--- src/rtl/mts_pkg.sv ---
`default_nettype none

package mts_pkg;

  // Field widths.
  localparam int unsigned TickW   = 32;
  localparam int unsigned CoordW  = 12;
  localparam int unsigned DimW    = 13;
  localparam int unsigned BlockW  = 8;
  localparam int unsigned RatioW  = 8;
  localparam int unsigned OfsW    = 9;
  localparam int unsigned RelW    = 14;
  localparam int unsigned ProdW   = TickW + BlockW;

  // Limits applied to the configuration registers.
  localparam int unsigned MaxDim      = 4096;
  localparam int unsigned BlockLimit  = 255;
  localparam int unsigned MinBlock    = 2;
  localparam int unsigned MinDuration = 2;
  localparam int unsigned RatioMax    = 255;

  // Configuration port.
  localparam int unsigned CfgIdxW  = 2;
  localparam int unsigned CfgDataW = 32;
  localparam logic [CfgIdxW-1:0] RegDuration = CfgIdxW'(0);
  localparam logic [CfgIdxW-1:0] RegWidth    = CfgIdxW'(1);
  localparam logic [CfgIdxW-1:0] RegHeight   = CfgIdxW'(2);
  localparam logic [CfgIdxW-1:0] RegMaxBlock = CfgIdxW'(3);

  localparam logic [TickW-1:0]  DurationReset = TickW'(1000);
  localparam logic [DimW-1:0]   WidthReset    = DimW'(640);
  localparam logic [DimW-1:0]   HeightReset   = DimW'(480);
  localparam logic [BlockW-1:0] MaxBlockReset = BlockW'(30);

  // Item kinds carried in tuser.
  localparam logic CmdTick  = 1'b0;
  localparam logic CmdQuery = 1'b1;

  // Stream payload widths.
  localparam int unsigned InDataW  = TickW + 2 * CoordW;
  localparam int unsigned OutDataW = 64;
  localparam int unsigned OutPadW  = OutDataW - (2 * CoordW + BlockW + RatioW + 2 * OfsW + 1);

  // Shared divider: the quotient of every division fits in DivQW bits.
  localparam int unsigned DivQW   = 13;
  localparam int unsigned DivDenW = 32;
  localparam int unsigned DivNumW = DivDenW + DivQW - 1;
  localparam int unsigned DivCntW = $clog2(DivQW + 1);

  typedef enum logic [2:0] {
    DIV_BLOCK,
    DIV_RATIO,
    DIV_GRID_X,
    DIV_GRID_Y,
    DIV_SAMPLE_X,
    DIV_SAMPLE_Y
  } div_sel_e;

  typedef struct packed {
    logic     load;
    logic     elapsed;
    logic     product;
    logic     div_start;
    logic     div_take;
    div_sel_e div_sel;
    logic     out_load;
  } mts_cmd_t;

endpackage

`default_nettype wire

--- src/rtl/mts_divider.sv ---
`default_nettype none

module mts_divider (
  input  logic                         clk_i,
  input  logic                         rst_ni,
  input  logic                         start_i,
  input  logic [mts_pkg::DivNumW-1:0]  num_i,
  input  logic [mts_pkg::DivDenW-1:0]  den_i,
  output logic [mts_pkg::DivQW-1:0]    quot_o,
  output logic [mts_pkg::DivDenW-1:0]  rem_o,
  output logic                         done_o
);
  import mts_pkg::*;

  logic [DivNumW-1:0] rem_q;
  logic [DivNumW-1:0] dvs_q;
  logic [DivQW-1:0]   quot_q;
  logic [DivCntW-1:0] cnt_q;
  logic               busy_q;
  logic               done_q;
  logic               fits;

  // Restoring division, one quotient bit per cycle, most significant first.
  assign fits = (rem_q >= dvs_q);

  always_ff @(posedge clk_i or negedge rst_ni) begin
    if (!rst_ni) begin
      busy_q <= 1'b0;
      done_q <= 1'b0;
      cnt_q  <= '0;
    end else begin
      done_q <= 1'b0;
      if (start_i) begin
        busy_q <= 1'b1;
        cnt_q  <= DivCntW'(DivQW);
      end else if (busy_q) begin
        cnt_q <= cnt_q - DivCntW'(1);
        if (cnt_q == DivCntW'(1)) begin
          busy_q <= 1'b0;
          done_q <= 1'b1;
        end
      end
    end
  end

  always_ff @(posedge clk_i) begin
    if (start_i) begin
      rem_q  <= num_i;
      dvs_q  <= {den_i, {(DivQW - 1){1'b0}}};
      quot_q <= '0;
    end else if (busy_q) begin
      if (fits) begin
        rem_q <= rem_q - dvs_q;
      end
      quot_q <= {quot_q[DivQW-2:0], fits};
      dvs_q  <= dvs_q >> 1;
    end
  end

  assign quot_o = quot_q;
  assign rem_o  = rem_q[DivDenW-1:0];
  assign done_o = done_q;

endmodule

`default_nettype wire

--- src/rtl/mts_datapath.sv ---
`default_nettype none

module mts_datapath (
  input  logic                          clk_i,
  input  logic                          rst_ni,
  input  logic                          cfg_we_i,
  input  logic [mts_pkg::CfgIdxW-1:0]   cfg_idx_i,
  input  logic [mts_pkg::CfgDataW-1:0]  cfg_data_i,
  input  logic [mts_pkg::InDataW-1:0]   in_data_i,
  input  logic                          in_kind_i,
  input  mts_pkg::mts_cmd_t             cmd_i,
  output logic                          div_done_o,
  output logic [mts_pkg::OutDataW-1:0]  out_data_o
);
  import mts_pkg::*;

  function automatic logic [DimW-1:0] dim_used(logic [DimW-1:0] v);
    logic [DimW-1:0] d;
    if (v == '0) begin
      d = DimW'(1);
    end else if (v > DimW'(MaxDim)) begin
      d = DimW'(MaxDim);
    end else begin
      d = v;
    end
    dim_used = d;
  endfunction

  // Distance of a pixel from the grid origin; never below zero.
  function automatic logic signed [RelW-1:0] rel_of(logic [CoordW-1:0] p,
                                                   logic signed [OfsW-1:0] ofs);
    logic signed [RelW-1:0] r;
    r = $signed(RelW'(p)) - RelW'(ofs);
    if (r < 0) begin
      r = '0;
    end
    rel_of = r;
  endfunction

  // Block centre of a pixel, clamped to the image.
  function automatic logic [CoordW-1:0] sample_pos(logic signed [RelW-1:0] rel,
                                                   logic [BlockW-1:0] rem,
                                                   logic signed [OfsW-1:0] ofs,
                                                   logic [BlockW-1:0] bs,
                                                   logic [DimW-1:0] dim);
    logic signed [RelW-1:0] c;
    logic signed [RelW-1:0] dim_s;
    logic [CoordW-1:0]      s;
    c = rel - $signed(RelW'(rem)) + RelW'(ofs) + $signed(RelW'(bs >> 1));
    dim_s = $signed(RelW'(dim));
    if (c < 0) begin
      s = '0;
    end else if (c >= dim_s) begin
      s = CoordW'(dim - DimW'(1));
    end else begin
      s = CoordW'(c);
    end
    sample_pos = s;
  endfunction

  // Grid offset that centres the middle block. The half difference rounds
  // toward zero, so a negative difference is bumped by one before the shift.
  function automatic logic signed [OfsW-1:0] grid_pos(logic [DimW-1:0] dim,
                                                     logic [BlockW-1:0] bs,
                                                     logic [BlockW-1:0] rem);
    logic signed [RelW-1:0] snapped;
    logic signed [RelW-1:0] diff;
    logic signed [RelW-1:0] half;
    logic signed [RelW-1:0] o;
    snapped = $signed(RelW'(dim >> 1)) - $signed(RelW'(rem));
    diff    = $signed(RelW'(dim)) - $signed(RelW'(bs));
    half    = (diff - (diff >>> (RelW - 1))) >>> 1;
    o       = half - snapped;
    if (o > 0) begin
      o = o - $signed(RelW'(bs));
    end
    grid_pos = OfsW'(o);
  endfunction

  function automatic logic [OutDataW-1:0] pack_result(logic [CoordW-1:0] sx,
                                                      logic [CoordW-1:0] sy,
                                                      logic [BlockW-1:0] bs,
                                                      logic [RatioW-1:0] ratio,
                                                      logic signed [OfsW-1:0] ox,
                                                      logic signed [OfsW-1:0] oy);
    pack_result = {OutPadW'(0), (ratio == RatioW'(RatioMax)), oy, ox, ratio, bs, sy, sx};
  endfunction

  // Configuration and transition state.
  logic [TickW-1:0]        duration_q;
  logic [DimW-1:0]         width_q;
  logic [DimW-1:0]         height_q;
  logic [BlockW-1:0]       max_block_q;
  logic                    first_pending_q;
  logic [TickW-1:0]        start_tick_q;
  logic [BlockW-1:0]       cur_block_q;
  logic [RatioW-1:0]       cur_ratio_q;
  logic signed [OfsW-1:0]  ofs_x_q;
  logic signed [OfsW-1:0]  ofs_y_q;

  // Item and working registers.
  logic                    kind_q;
  logic [TickW-1:0]        tick_q;
  logic [CoordW-1:0]       px_q;
  logic [CoordW-1:0]       py_q;
  logic [TickW-1:0]        t_q;
  logic [TickW-1:0]        cap_q;
  logic [ProdW-1:0]        prod_bs_q;
  logic [ProdW-1:0]        prod_r_q;
  logic [BlockW-1:0]       new_block_q;
  logic [RatioW-1:0]       new_ratio_q;
  logic signed [OfsW-1:0]  new_ofs_x_q;
  logic signed [OfsW-1:0]  new_ofs_y_q;
  logic [CoordW-1:0]       sx_q;
  logic [CoordW-1:0]       sy_q;
  logic [OutDataW-1:0]     out_data_q;

  // Combinational terms.
  logic [DimW-1:0]         dim_w;
  logic [DimW-1:0]         dim_h;
  logic [TickW-1:0]        dur;
  logic [TickW-1:0]        halft;
  logic [BlockW-1:0]       mb;
  logic [TickW-1:0]        start_eff;
  logic [TickW-1:0]        el;
  logic [TickW-1:0]        t_d;
  logic [TickW-1:0]        cap_d;
  logic signed [RelW-1:0]  rel_x;
  logic signed [RelW-1:0]  rel_y;
  logic [DivQW:0]          bs_full;
  logic [BlockW-1:0]       block_d;
  logic [RatioW-1:0]       ratio_d;
  logic [BlockW-1:0]       rem_b;
  logic [DivNumW-1:0]      div_num;
  logic [DivDenW-1:0]      div_den;
  logic [DivQW-1:0]        div_quot;
  logic [DivDenW-1:0]      div_rem;

  always_comb begin
    dim_w = dim_used(width_q);
    dim_h = dim_used(height_q);
    dur   = (duration_q < TickW'(MinDuration)) ? TickW'(MinDuration) : duration_q;
    halft = dur >> 1;
    if (max_block_q < BlockW'(MinBlock)) begin
      mb = BlockW'(MinBlock);
    end else if (max_block_q > BlockW'(BlockLimit)) begin
      mb = BlockW'(BlockLimit);
    end else begin
      mb = max_block_q;
    end
    // The first tick after reset becomes the start of the transition.
    start_eff = first_pending_q ? tick_q : start_tick_q;
    el        = tick_q - start_eff;
    cap_d     = (el > dur) ? dur : el;
    if (el >= halft) begin
      t_d = (el > dur) ? '0 : (dur - el);
    end else begin
      t_d = el;
    end
    rel_x   = rel_of(px_q, ofs_x_q);
    rel_y   = rel_of(py_q, ofs_y_q);
    bs_full = {1'b0, div_quot} + (DivQW + 1)'(MinBlock);
    block_d = (bs_full > (DivQW + 1)'(mb)) ? mb : BlockW'(bs_full);
    ratio_d = (div_quot > DivQW'(RatioMax)) ? RatioW'(RatioMax) : RatioW'(div_quot);
    rem_b   = BlockW'(div_rem);
  end

  always_comb begin
    case (cmd_i.div_sel)
      DIV_BLOCK: begin
        div_num = DivNumW'(prod_bs_q);
        div_den = halft;
      end
      DIV_RATIO: begin
        div_num = DivNumW'(prod_r_q);
        div_den = dur;
      end
      DIV_GRID_X: begin
        div_num = DivNumW'(dim_w >> 1);
        div_den = DivDenW'(new_block_q);
      end
      DIV_GRID_Y: begin
        div_num = DivNumW'(dim_h >> 1);
        div_den = DivDenW'(new_block_q);
      end
      DIV_SAMPLE_X: begin
        div_num = DivNumW'($unsigned(rel_x));
        div_den = DivDenW'(cur_block_q);
      end
      DIV_SAMPLE_Y: begin
        div_num = DivNumW'($unsigned(rel_y));
        div_den = DivDenW'(cur_block_q);
      end
      default: begin
        div_num = '0;
        div_den = DivDenW'(1);
      end
    endcase
  end

  mts_divider u_divider (
    .clk_i   (clk_i),
    .rst_ni  (rst_ni),
    .start_i (cmd_i.div_start),
    .num_i   (div_num),
    .den_i   (div_den),
    .quot_o  (div_quot),
    .rem_o   (div_rem),
    .done_o  (div_done_o)
  );

  always_ff @(posedge clk_i or negedge rst_ni) begin
    if (!rst_ni) begin
      duration_q      <= DurationReset;
      width_q         <= WidthReset;
      height_q        <= HeightReset;
      max_block_q     <= MaxBlockReset;
      first_pending_q <= 1'b1;
      start_tick_q    <= '0;
      cur_block_q     <= BlockW'(MinBlock);
      cur_ratio_q     <= '0;
      ofs_x_q         <= '0;
      ofs_y_q         <= '0;
    end else begin
      if (cfg_we_i) begin
        case (cfg_idx_i)
          RegDuration: duration_q  <= TickW'(cfg_data_i);
          RegWidth:    width_q     <= DimW'(cfg_data_i);
          RegHeight:   height_q    <= DimW'(cfg_data_i);
          RegMaxBlock: max_block_q <= BlockW'(cfg_data_i);
          default: ;
        endcase
      end
      if (cmd_i.elapsed) begin
        first_pending_q <= 1'b0;
        start_tick_q    <= start_eff;
      end
      if (cmd_i.out_load && (kind_q == CmdTick)) begin
        cur_block_q <= new_block_q;
        cur_ratio_q <= new_ratio_q;
        ofs_x_q     <= new_ofs_x_q;
        ofs_y_q     <= new_ofs_y_q;
      end
    end
  end

  always_ff @(posedge clk_i) begin
    if (cmd_i.load) begin
      kind_q <= in_kind_i;
      tick_q <= in_data_i[TickW-1:0];
      px_q   <= in_data_i[TickW +: CoordW];
      py_q   <= in_data_i[TickW + CoordW +: CoordW];
    end
    if (cmd_i.elapsed) begin
      t_q   <= t_d;
      cap_q <= cap_d;
    end
    if (cmd_i.product) begin
      prod_bs_q <= ProdW'(mb - BlockW'(MinBlock)) * ProdW'(t_q);
      prod_r_q  <= ProdW'(cap_q) * ProdW'(RatioMax);
    end
    if (cmd_i.div_take) begin
      case (cmd_i.div_sel)
        DIV_BLOCK:    new_block_q <= block_d;
        DIV_RATIO:    new_ratio_q <= ratio_d;
        DIV_GRID_X:   new_ofs_x_q <= grid_pos(dim_w, new_block_q, rem_b);
        DIV_GRID_Y:   new_ofs_y_q <= grid_pos(dim_h, new_block_q, rem_b);
        DIV_SAMPLE_X: sx_q <= sample_pos(rel_x, rem_b, ofs_x_q, cur_block_q, dim_w);
        DIV_SAMPLE_Y: sy_q <= sample_pos(rel_y, rem_b, ofs_y_q, cur_block_q, dim_h);
        default: ;
      endcase
    end
    if (cmd_i.out_load) begin
      if (kind_q == CmdTick) begin
        out_data_q <= pack_result('0, '0, new_block_q, new_ratio_q, new_ofs_x_q,
                                  new_ofs_y_q);
      end else begin
        out_data_q <= pack_result(sx_q, sy_q, cur_block_q, cur_ratio_q, ofs_x_q, ofs_y_q);
      end
    end
  end

  assign out_data_o = out_data_q;

endmodule

`default_nettype wire

--- src/rtl/mts_ctrl.sv ---
`default_nettype none

module mts_ctrl (
  input  logic               clk_i,
  input  logic               rst_ni,
  input  logic               s_tvalid_i,
  input  logic               in_kind_i,
  input  logic               div_done_i,
  input  logic               m_tready_i,
  output logic               s_tready_o,
  output logic               m_tvalid_o,
  output mts_pkg::mts_cmd_t  cmd_o
);
  import mts_pkg::*;

  typedef enum logic [3:0] {
    ST_IDLE,
    ST_ELAPSED,
    ST_PRODUCT,
    ST_BLOCK_GO,
    ST_BLOCK_WAIT,
    ST_RATIO_GO,
    ST_RATIO_WAIT,
    ST_GX_GO,
    ST_GX_WAIT,
    ST_GY_GO,
    ST_GY_WAIT,
    ST_SX_GO,
    ST_SX_WAIT,
    ST_SY_GO,
    ST_SY_WAIT,
    ST_FINISH
  } state_e;

  state_e   state_q;
  state_e   state_d;
  logic     s_tready_q;
  logic     m_tvalid_q;
  mts_cmd_t cmd;

  always_comb begin
    state_d     = state_q;
    cmd         = '0;
    cmd.div_sel = DIV_BLOCK;
    case (state_q)
      ST_IDLE: begin
        if (s_tvalid_i && s_tready_q) begin
          cmd.load = 1'b1;
          state_d  = (in_kind_i == CmdQuery) ? ST_SX_GO : ST_ELAPSED;
        end
      end
      ST_ELAPSED: begin
        cmd.elapsed = 1'b1;
        state_d     = ST_PRODUCT;
      end
      ST_PRODUCT: begin
        cmd.product = 1'b1;
        state_d     = ST_BLOCK_GO;
      end
      ST_BLOCK_GO: begin
        cmd.div_start = 1'b1;
        state_d       = ST_BLOCK_WAIT;
      end
      ST_BLOCK_WAIT: begin
        if (div_done_i) begin
          cmd.div_take = 1'b1;
          state_d      = ST_RATIO_GO;
        end
      end
      ST_RATIO_GO: begin
        cmd.div_sel   = DIV_RATIO;
        cmd.div_start = 1'b1;
        state_d       = ST_RATIO_WAIT;
      end
      ST_RATIO_WAIT: begin
        cmd.div_sel = DIV_RATIO;
        if (div_done_i) begin
          cmd.div_take = 1'b1;
          state_d      = ST_GX_GO;
        end
      end
      ST_GX_GO: begin
        cmd.div_sel   = DIV_GRID_X;
        cmd.div_start = 1'b1;
        state_d       = ST_GX_WAIT;
      end
      ST_GX_WAIT: begin
        cmd.div_sel = DIV_GRID_X;
        if (div_done_i) begin
          cmd.div_take = 1'b1;
          state_d      = ST_GY_GO;
        end
      end
      ST_GY_GO: begin
        cmd.div_sel   = DIV_GRID_Y;
        cmd.div_start = 1'b1;
        state_d       = ST_GY_WAIT;
      end
      ST_GY_WAIT: begin
        cmd.div_sel = DIV_GRID_Y;
        if (div_done_i) begin
          cmd.div_take = 1'b1;
          state_d      = ST_FINISH;
        end
      end
      ST_SX_GO: begin
        cmd.div_sel   = DIV_SAMPLE_X;
        cmd.div_start = 1'b1;
        state_d       = ST_SX_WAIT;
      end
      ST_SX_WAIT: begin
        cmd.div_sel = DIV_SAMPLE_X;
        if (div_done_i) begin
          cmd.div_take = 1'b1;
          state_d      = ST_SY_GO;
        end
      end
      ST_SY_GO: begin
        cmd.div_sel   = DIV_SAMPLE_Y;
        cmd.div_start = 1'b1;
        state_d       = ST_SY_WAIT;
      end
      ST_SY_WAIT: begin
        cmd.div_sel = DIV_SAMPLE_Y;
        if (div_done_i) begin
          cmd.div_take = 1'b1;
          state_d      = ST_FINISH;
        end
      end
      ST_FINISH: begin
        // The result register may be refilled once its transaction is done.
        if (!m_tvalid_q || m_tready_i) begin
          cmd.out_load = 1'b1;
          state_d      = ST_IDLE;
        end
      end
      default: begin
        state_d = ST_IDLE;
      end
    endcase
  end

  always_ff @(posedge clk_i or negedge rst_ni) begin
    if (!rst_ni) begin
      state_q    <= ST_IDLE;
      s_tready_q <= 1'b1;
      m_tvalid_q <= 1'b0;
    end else begin
      state_q    <= state_d;
      s_tready_q <= (state_d == ST_IDLE);
      if (cmd.out_load) begin
        m_tvalid_q <= 1'b1;
      end else if (m_tready_i) begin
        m_tvalid_q <= 1'b0;
      end
    end
  end

  assign s_tready_o = s_tready_q;
  assign m_tvalid_o = m_tvalid_q;
  assign cmd_o      = cmd;

endmodule

`default_nettype wire

--- src/rtl/mosaic_transition_sampler_unit.sv ---
// Mosaic transition sampler.
// Input stream: s_axis_tuser selects the transaction kind (0 frame tick,
// 1 pixel query); s_axis_tdata carries the tick count and the pixel position.
// A frame tick recomputes the block edge, the blend ratio and the grid
// offsets; a pixel query returns the clamped block centre to sample.
// Every input transaction yields exactly one output transaction.
// One item is in work at a time. All divisions run on the one shared divider:
// two per query and four per frame tick.
// The result sits in an output register, so the next item is accepted while
// a finished result still waits. If the receiver stalls, the block holds the
// next result internally until the output register frees up.
// Reset loads the default configuration, clears the output valid and arms
// the start tick to be taken from the next frame tick.
// Configuration writes are taken whenever cfg_we_i is high.
`default_nettype none

module mosaic_transition_sampler_unit (
  input  logic                          clk_i,
  input  logic                          rst_ni,
  input  logic                          cfg_we_i,
  input  logic [mts_pkg::CfgIdxW-1:0]   cfg_idx_i,
  input  logic [mts_pkg::CfgDataW-1:0]  cfg_data_i,
  input  logic                          s_axis_tvalid,
  output logic                          s_axis_tready,
  // tdata: tick_now[31:0], pixel_x[43:32], pixel_y[55:44]
  input  logic [mts_pkg::InDataW-1:0]   s_axis_tdata,
  // tuser: command
  input  logic                          s_axis_tuser,
  output logic                          m_axis_tvalid,
  input  logic                          m_axis_tready,
  // tdata: sample_x[11:0], sample_y[23:12], block_edge[31:24],
  // mix_ratio[39:32], grid_ofs_x[48:40], grid_ofs_y[57:49], finished[58]
  output logic [mts_pkg::OutDataW-1:0]  m_axis_tdata
);
  import mts_pkg::*;

  mts_cmd_t cmd;
  logic     div_done;

  mts_ctrl u_ctrl (
    .clk_i      (clk_i),
    .rst_ni     (rst_ni),
    .s_tvalid_i (s_axis_tvalid),
    .in_kind_i  (s_axis_tuser),
    .div_done_i (div_done),
    .m_tready_i (m_axis_tready),
    .s_tready_o (s_axis_tready),
    .m_tvalid_o (m_axis_tvalid),
    .cmd_o      (cmd)
  );

  mts_datapath u_datapath (
    .clk_i      (clk_i),
    .rst_ni     (rst_ni),
    .cfg_we_i   (cfg_we_i),
    .cfg_idx_i  (cfg_idx_i),
    .cfg_data_i (cfg_data_i),
    .in_data_i  (s_axis_tdata),
    .in_kind_i  (s_axis_tuser),
    .cmd_i      (cmd),
    .div_done_o (div_done),
    .out_data_o (m_axis_tdata)
  );

endmodule

`default_nettype wire

--- config.mk ---
export PLATFORM = sky130hd
export DESIGN_NAME = mosaic_transition_sampler_unit
export DESIGN_NICKNAME = d
export VERILOG_FILES = /design/src/rtl/mts_pkg.sv /design/src/rtl/mts_divider.sv /design/src/rtl/mts_datapath.sv /design/src/rtl/mts_ctrl.sv /design/src/rtl/mosaic_transition_sampler_unit.sv
export SDC_FILE = /design/constraint.sdc
export NUM_CORES = 2
export LEC_CHECK = 0
export ABC_AREA = 1
export BUFFER_PORTS_ARGS = -buffer_cell sky130_fd_sc_hd__buf_2
export CORE_MARGIN = 8
export CORE_UTILIZATION = 45
export CTS_BUF_LIST = sky130_fd_sc_hd__clkbuf_4
export CTS_CLUSTER_DIAMETER = 150
export DETAILED_ROUTE_END_ITERATION = 12
export SYNTH_ARGS = -nofsm -noshare
export SYNTH_HDL_FRONTEND = slang
export SYNTH_SLANG_ARGS = --single-unit
--- constraint.sdc ---
create_clock -name clk_i -period 10 [get_ports clk_i]
set_clock_uncertainty 0.05 [all_clocks]
set_input_delay 2.5 -clock clk_i [delete_from_list [all_inputs] [get_ports clk_i]]
set_output_delay 2.5 -clock clk_i [all_outputs]
set_load 0.05 [all_outputs]
# Word level (Yosys, flattened, before mapping)
# Cells that the tools add are included.
# word_totals
ff_bits	569
out_inout_bits	66
wordCells	198
# op_classes
add_sub_neg	26
n_mul	2
n_lt_le_gt_ge	18
eq_ne	26
n_mux	55
bitwise_logic	1
n_reduce_logical	34
# op_table
cell	count
$pmux W40 S6	1
$mux W44	5
$mux W32	5
$pmux W32 S4	1
$sub A32 B32 Y32	2
$pmux W4 S15	1
$mux W59	1
$lt A14 B1 Y1 const B	4
$mux W13	4
$ge A44 B44 Y1	1
$sub A44 B44 Y44	1
$mul A32 B8 Y40 const B	1
$mul A40 B32 Y40	1
$mux W4	10
$eq A4 B4 Y1 const B	8
$ge A32 B31 Y1	1
$gt A32 B32 Y1	1
$lt A32 B2 Y1 const B	1
$add A14 B8 Y14	2
$add A14 B9 Y14	2
$ge A14 B14 Y1	2
$gt A14 B1 Y1 const B	2
$mux W14	2
$sub A13 B13 Y14	2
41 further kinds	101

# Depth between registers and ports, before layout
# depth
word_depth	8
depth_mapped	43

# Modules after synthesis
# From an unflattened synthesis, not the netlist that was laid out.
# hier_totals
hier_cells	7004
hier_area_um2	55593.3
# modules_own_cells
module	instances	cells_per_inst	area_each_um2	seq_area_each_um2
mts_datapath	1	5712	46961.3	12899.9
mts_divider	1	1217	8166.6	2932.8
mts_ctrl	1	75	465.4	151.4

# Worst setup path before layout
# OpenSTA, ideal clock, no wires.
# synth_path
kind	register to register
start	register u_datapath.max_block_q[2]
end	register u_datapath.prod_bs_q[28], data pin
arrival_time_ns	7.848
required_time_ns	9.691
setup_slack_ns	1.843
path_stages_with_launch	38
path_buffers	3
synth_period_minus_slack_ns	8.157
path_cell_list	dfstp_2 nor2_1 inv_1 nor2_1 nand3_1 inv_1 nor2_1 clkbuf_1 buf_1 ha_1 nand2_1 nor2_1 nand2_1 nand2_1 clkbuf_1 nor2_1 fa_1 fa_1 [... 2 more ...] fa_1 inv_1 fa_1 inv_1 fa_1 fa_1 ha_1 nand2_1 nor2_1 inv_1 nor3_1 nand3_1 o21ai_0 nand2_1 nand2_1 nand2_1 nand2_1 xor2_1
# synth_between
elab_chain_len	5
elab_cells_between_ends	6
cone_classes	add/sub (1); mul (1); order compare (2); mux (2)
# synth_rtl
element	line_no	text
start, declared	mts_datapath.sv:93	logic [BlockW-1:0] max_block_q;
start signal, assigned	mts_datapath.sv:217	max_block_q <= MaxBlockReset;
start signal, assigned	mts_datapath.sv:230	RegMaxBlock: max_block_q <= BlockW'(cfg_data_i);
$gt A8 B8 Y1	mts_datapath.sv:146	end else if (max_block_q > BlockW'(BlockLimit)) begin
$mux W8	mts_datapath.sv:146	
$mux W8 *	mts_datapath.sv:144	if (max_block_q < BlockW'(MinBlock)) begin
$sub A8 B2 Y9 *	mts_datapath.sv:259	prod_bs_q <= ProdW'(mb - BlockW'(MinBlock)) * ProdW'(t_q);
$mul A40 B32 Y40 *	mts_datapath.sv:259	
end signal, assigned	mts_datapath.sv:259	
end, declared	mts_datapath.sv:108	logic [ProdW-1:0] prod_bs_q;
# Every way passes the cells marked *; elsewhere a longest branch is shown, timed or not.
# A chain may end at the register's enable or synchronous reset.

# Worst setup path after layout
# Ends and elaborated chain as after synthesis.

==> reports/qor.txt <==
status -> completed
Setup crit start kind -> register
most frequent CP cell -> fa_1
IO Pins -> 162
DR WL/cell -> 19.8 um
final-stage net count -> 8432
CP required -> 10770 ps
die area -> 142000 um2
post-synthesis instance area -> 58700 um2
Reg clk slew, reported paths -> 60 ps
die height -> 377 um
Mean Syn Cell Area -> 8.44 um2
# rows -> 132
Starting Density -> 0.454
CTS tree -> done
layout cells sized above 1 -> 0.0709
cells resized by post-CTS repair -> 0
cell count after synthesis -> 6960
worst path buffer plus inverter count -> 6
core area -> 129000 um2
CP delay by family, top -> adder cells
DP HPWL -> 148 mm
Clk Latency, worst-skew pair -> 1100 ps
Post-synth EDFFs -> 394
Tmin final -> 8590 ps
Routed WL -> 180 mm
Non-Filler Instances -> 9105
drt drc -> 0
DIE WIDTH -> 377 um
crit path capture type -> register
setup tns final -> 0 ps
fin. max-slew vios -> 0
Tot GR Track Use -> 0.252
vias -> 48200
I/O Buffers -> 156
first-pass GRT wire length -> 279 mm
register bit total from synthesis -> 564
Fmax achieved -> 0.116 GHz
GPL Wtd Cong -> 0.978
top post-synthesis cells by area -> edfxtp_1, fa_1, ha_1
Syn. warnings -> 0
synth unique cells -> 64
Hold Path Class -> reg2reg
most frequent cells after synthesis -> nand2_1, inv_1, nor2_1
Area Growth Syn to Fin -> 8.60%
Worst Max-Slew Pin Slew -> 1040 ps
MaxCap Viol Count -> 0
RSZ-0062 raised after global routing -> false
H-tree levels -> 4
register area share after synthesis -> 0.272
final worst-path cycle share -> 0.859
CP max FO -> 20
Post-DRT Antenna Nets -> 0
number of global-route vias before repair -> 48600
Hold WS -> 432 ps
total global routing overflow -> 0
largest net degree at the start of global routing -> 75
Hold Fails Final Rpt -> 0
ys flop type -> edfxtp_1
vias per cell -> 5.30
hold buffer count at CTS -> 0
Crit Path Category -> reg2reg
initial antenna violation count -> 3
Detailed Route Iter0 Violations -> 3904
Synth top area share -> 0.201
max incr delay on CP -> 570 ps
ys async rst share -> 0.257
CTS sink count -> 564
most frequent cell after synthesis -> nand2_1
largest buffer count on any clock path -> 3
post-CTS setup buffer count -> 0
placed cell count -> 8808
CP max stage cell -> fa_1
Final Setup Violations -> 0
drt pass-1 iters -> 8
Root Buffer -> clkbuf_4
largest area contributor in the netlist -> edfxtp_1
Worst slew margin -> 0.307
Num CTS Buffers -> 160
CP arrival -> 9360 ps
flip-flops by register name, indices dropped and copies added (netlist names), 13 cells and up:
register                     count
u_datapath.out_data_o           59
u_datapath.u_divider.dvs_q      44
u_datapath.u_divider.rem_q      44
u_datapath.prod_bs_q            40
u_datapath.prod_r_q             40
u_datapath.cap_q                32
u_datapath.duration_q           32
u_datapath.start_tick_q         32
u_datapath.t_q                  32
u_datapath.tick_q               32
u_datapath.height_q             13
u_datapath.u_divider.quot_o     13
u_datapath.width_q              13
cell type report:
type	count	area [um2]
Sequential cell	564	16000
Tap cell	1742	2180
Timing Repair Buffer	194	1070
Fill cell	12800	65700
Inverter	1301	4880
Clock inverter	53	343
Clock buffer	239	1790
Antenna cell	5	12.5
Multi-Input combinational cell	5007	37500
path summary, 6_finish.rpt:
check,startpoint,to,slack (ps),depth (start not counted)
min reg2reg,u_datapath.start_tick_q[24]$_DFFE_PN0P_,u_datapath.start_tick_q[24]$_DFFE_PN0P_,430,2
min,u_datapath.start_tick_q[24]$_DFFE_PN0P_,u_datapath.start_tick_q[24]$_DFFE_PN0P_,430,2
min in group asynchronous,rst_ni,u_datapath.start_tick_q[25]$_DFFE_PN0P_,1360,1
max,u_datapath.max_block_q[2]$_DFFE_PN1P_,u_datapath.prod_bs_q[28]$_DFFE_PP_,1410,35
max in group asynchronous,rst_ni,u_ctrl.state_q[2]$_DFF_PN0_,6620,3
max reg2reg,u_datapath.max_block_q[2]$_DFFE_PN1P_,u_datapath.prod_bs_q[28]$_DFFE_PP_,1410,35
logic make-up (layout without fill, tap and decap cells):
family                     Yosys count  count (layout)  synth area share
xor gates and xnor gates           300             300            0.0447
and+or+nand+nor                   2289            2289             0.159
other                                2              79          0.000128
adders and majority gates         1108            1108             0.308
DFF                                564             564             0.272
muxes                               37              37           0.00639
AOI/OAI and AO/OA                 1199            1199             0.115
buffers and inverters             1461            1787            0.0945
layout by cell type (no fill, tap or decap), types with 25 or more instances in the layout:
master | synthesis | routed
o221ai_1 | 29 | 29
nand4_1 | 78 | 78
xor2_1 | 193 | 193
clkbuf_4 | 0 | 239
nand3_1 | 185 | 185
nor3_1 | 66 | 66
nor2_1 | 567 | 563
buf_2 | 15 | 155
ha_1 | 542 | 542
nand2_1 | 1326 | 1321
a21oi_1 | 431 | 431
mux2i_1 | 33 | 33
buf_4 | 6 | 38
inv_1 | 1280 | 1280
clkinv_1 | 11 | 45
o21bai_1 | 28 | 28
edfxtp_1 | 394 | 394
a21o_1 | 36 | 36
fa_1 | 566 | 566
a31oi_1 | 42 | 42
o22ai_1 | 34 | 34
conb_1 | 2 | 74
xnor2_1 | 107 | 107
o21ai_0 | 456 | 455
dfxtp_1 | 25 | 25
o211ai_1 | 31 | 31
dfrtp_1 | 126 | 126
per-layer routing:
| layer | global-route usage | share of wire |
|---|---|---|
| met2 | 0.420 | 0.47 |
| met3 | 0.0408 | 0.063 |
| met1 | 0.322 | 0.42 |
| met5 | 0 | 0 |
| met4 | 0.114 | 0.048 |
stage by stage:
| step | area (um2) | worst slack, ps | utilization |
|---|---|---|---|
| 2_1_floorplan | 59000 | 1840 | - |
| 3_3_place_gp | 61600 | 1660 | 0.476 |
| 3_5_place_dp | 61600 | 1480 | 0.476 |
| 4_1_cts | 63800 | 1460 | 0.492 |
| 5_1_grt | 63800 | 747 | 0.493 |
| 6_report | 63800 | 1410 | 0.493 |
worst reg2reg max path: cells and delay by family, from the launching register on:
| kind | cells | cell delay [ps] |
|---|---|---|
| AND/OR/NAND/NOR | 17 | 2100 |
| AO/OA/AOI/OAI | 1 | 400 |
| buffers and inverters | 6 | 590 |
| flip-flops | 1 | 540 |
| XOR/XNOR | 1 | 60 |
| adder cells (fa/ha/maj) | 10 | 4570 |
Power is left out: the tool's default activity adds up to more than one toggle a clock period on the data nets, which glitch-free logic cannot reach.
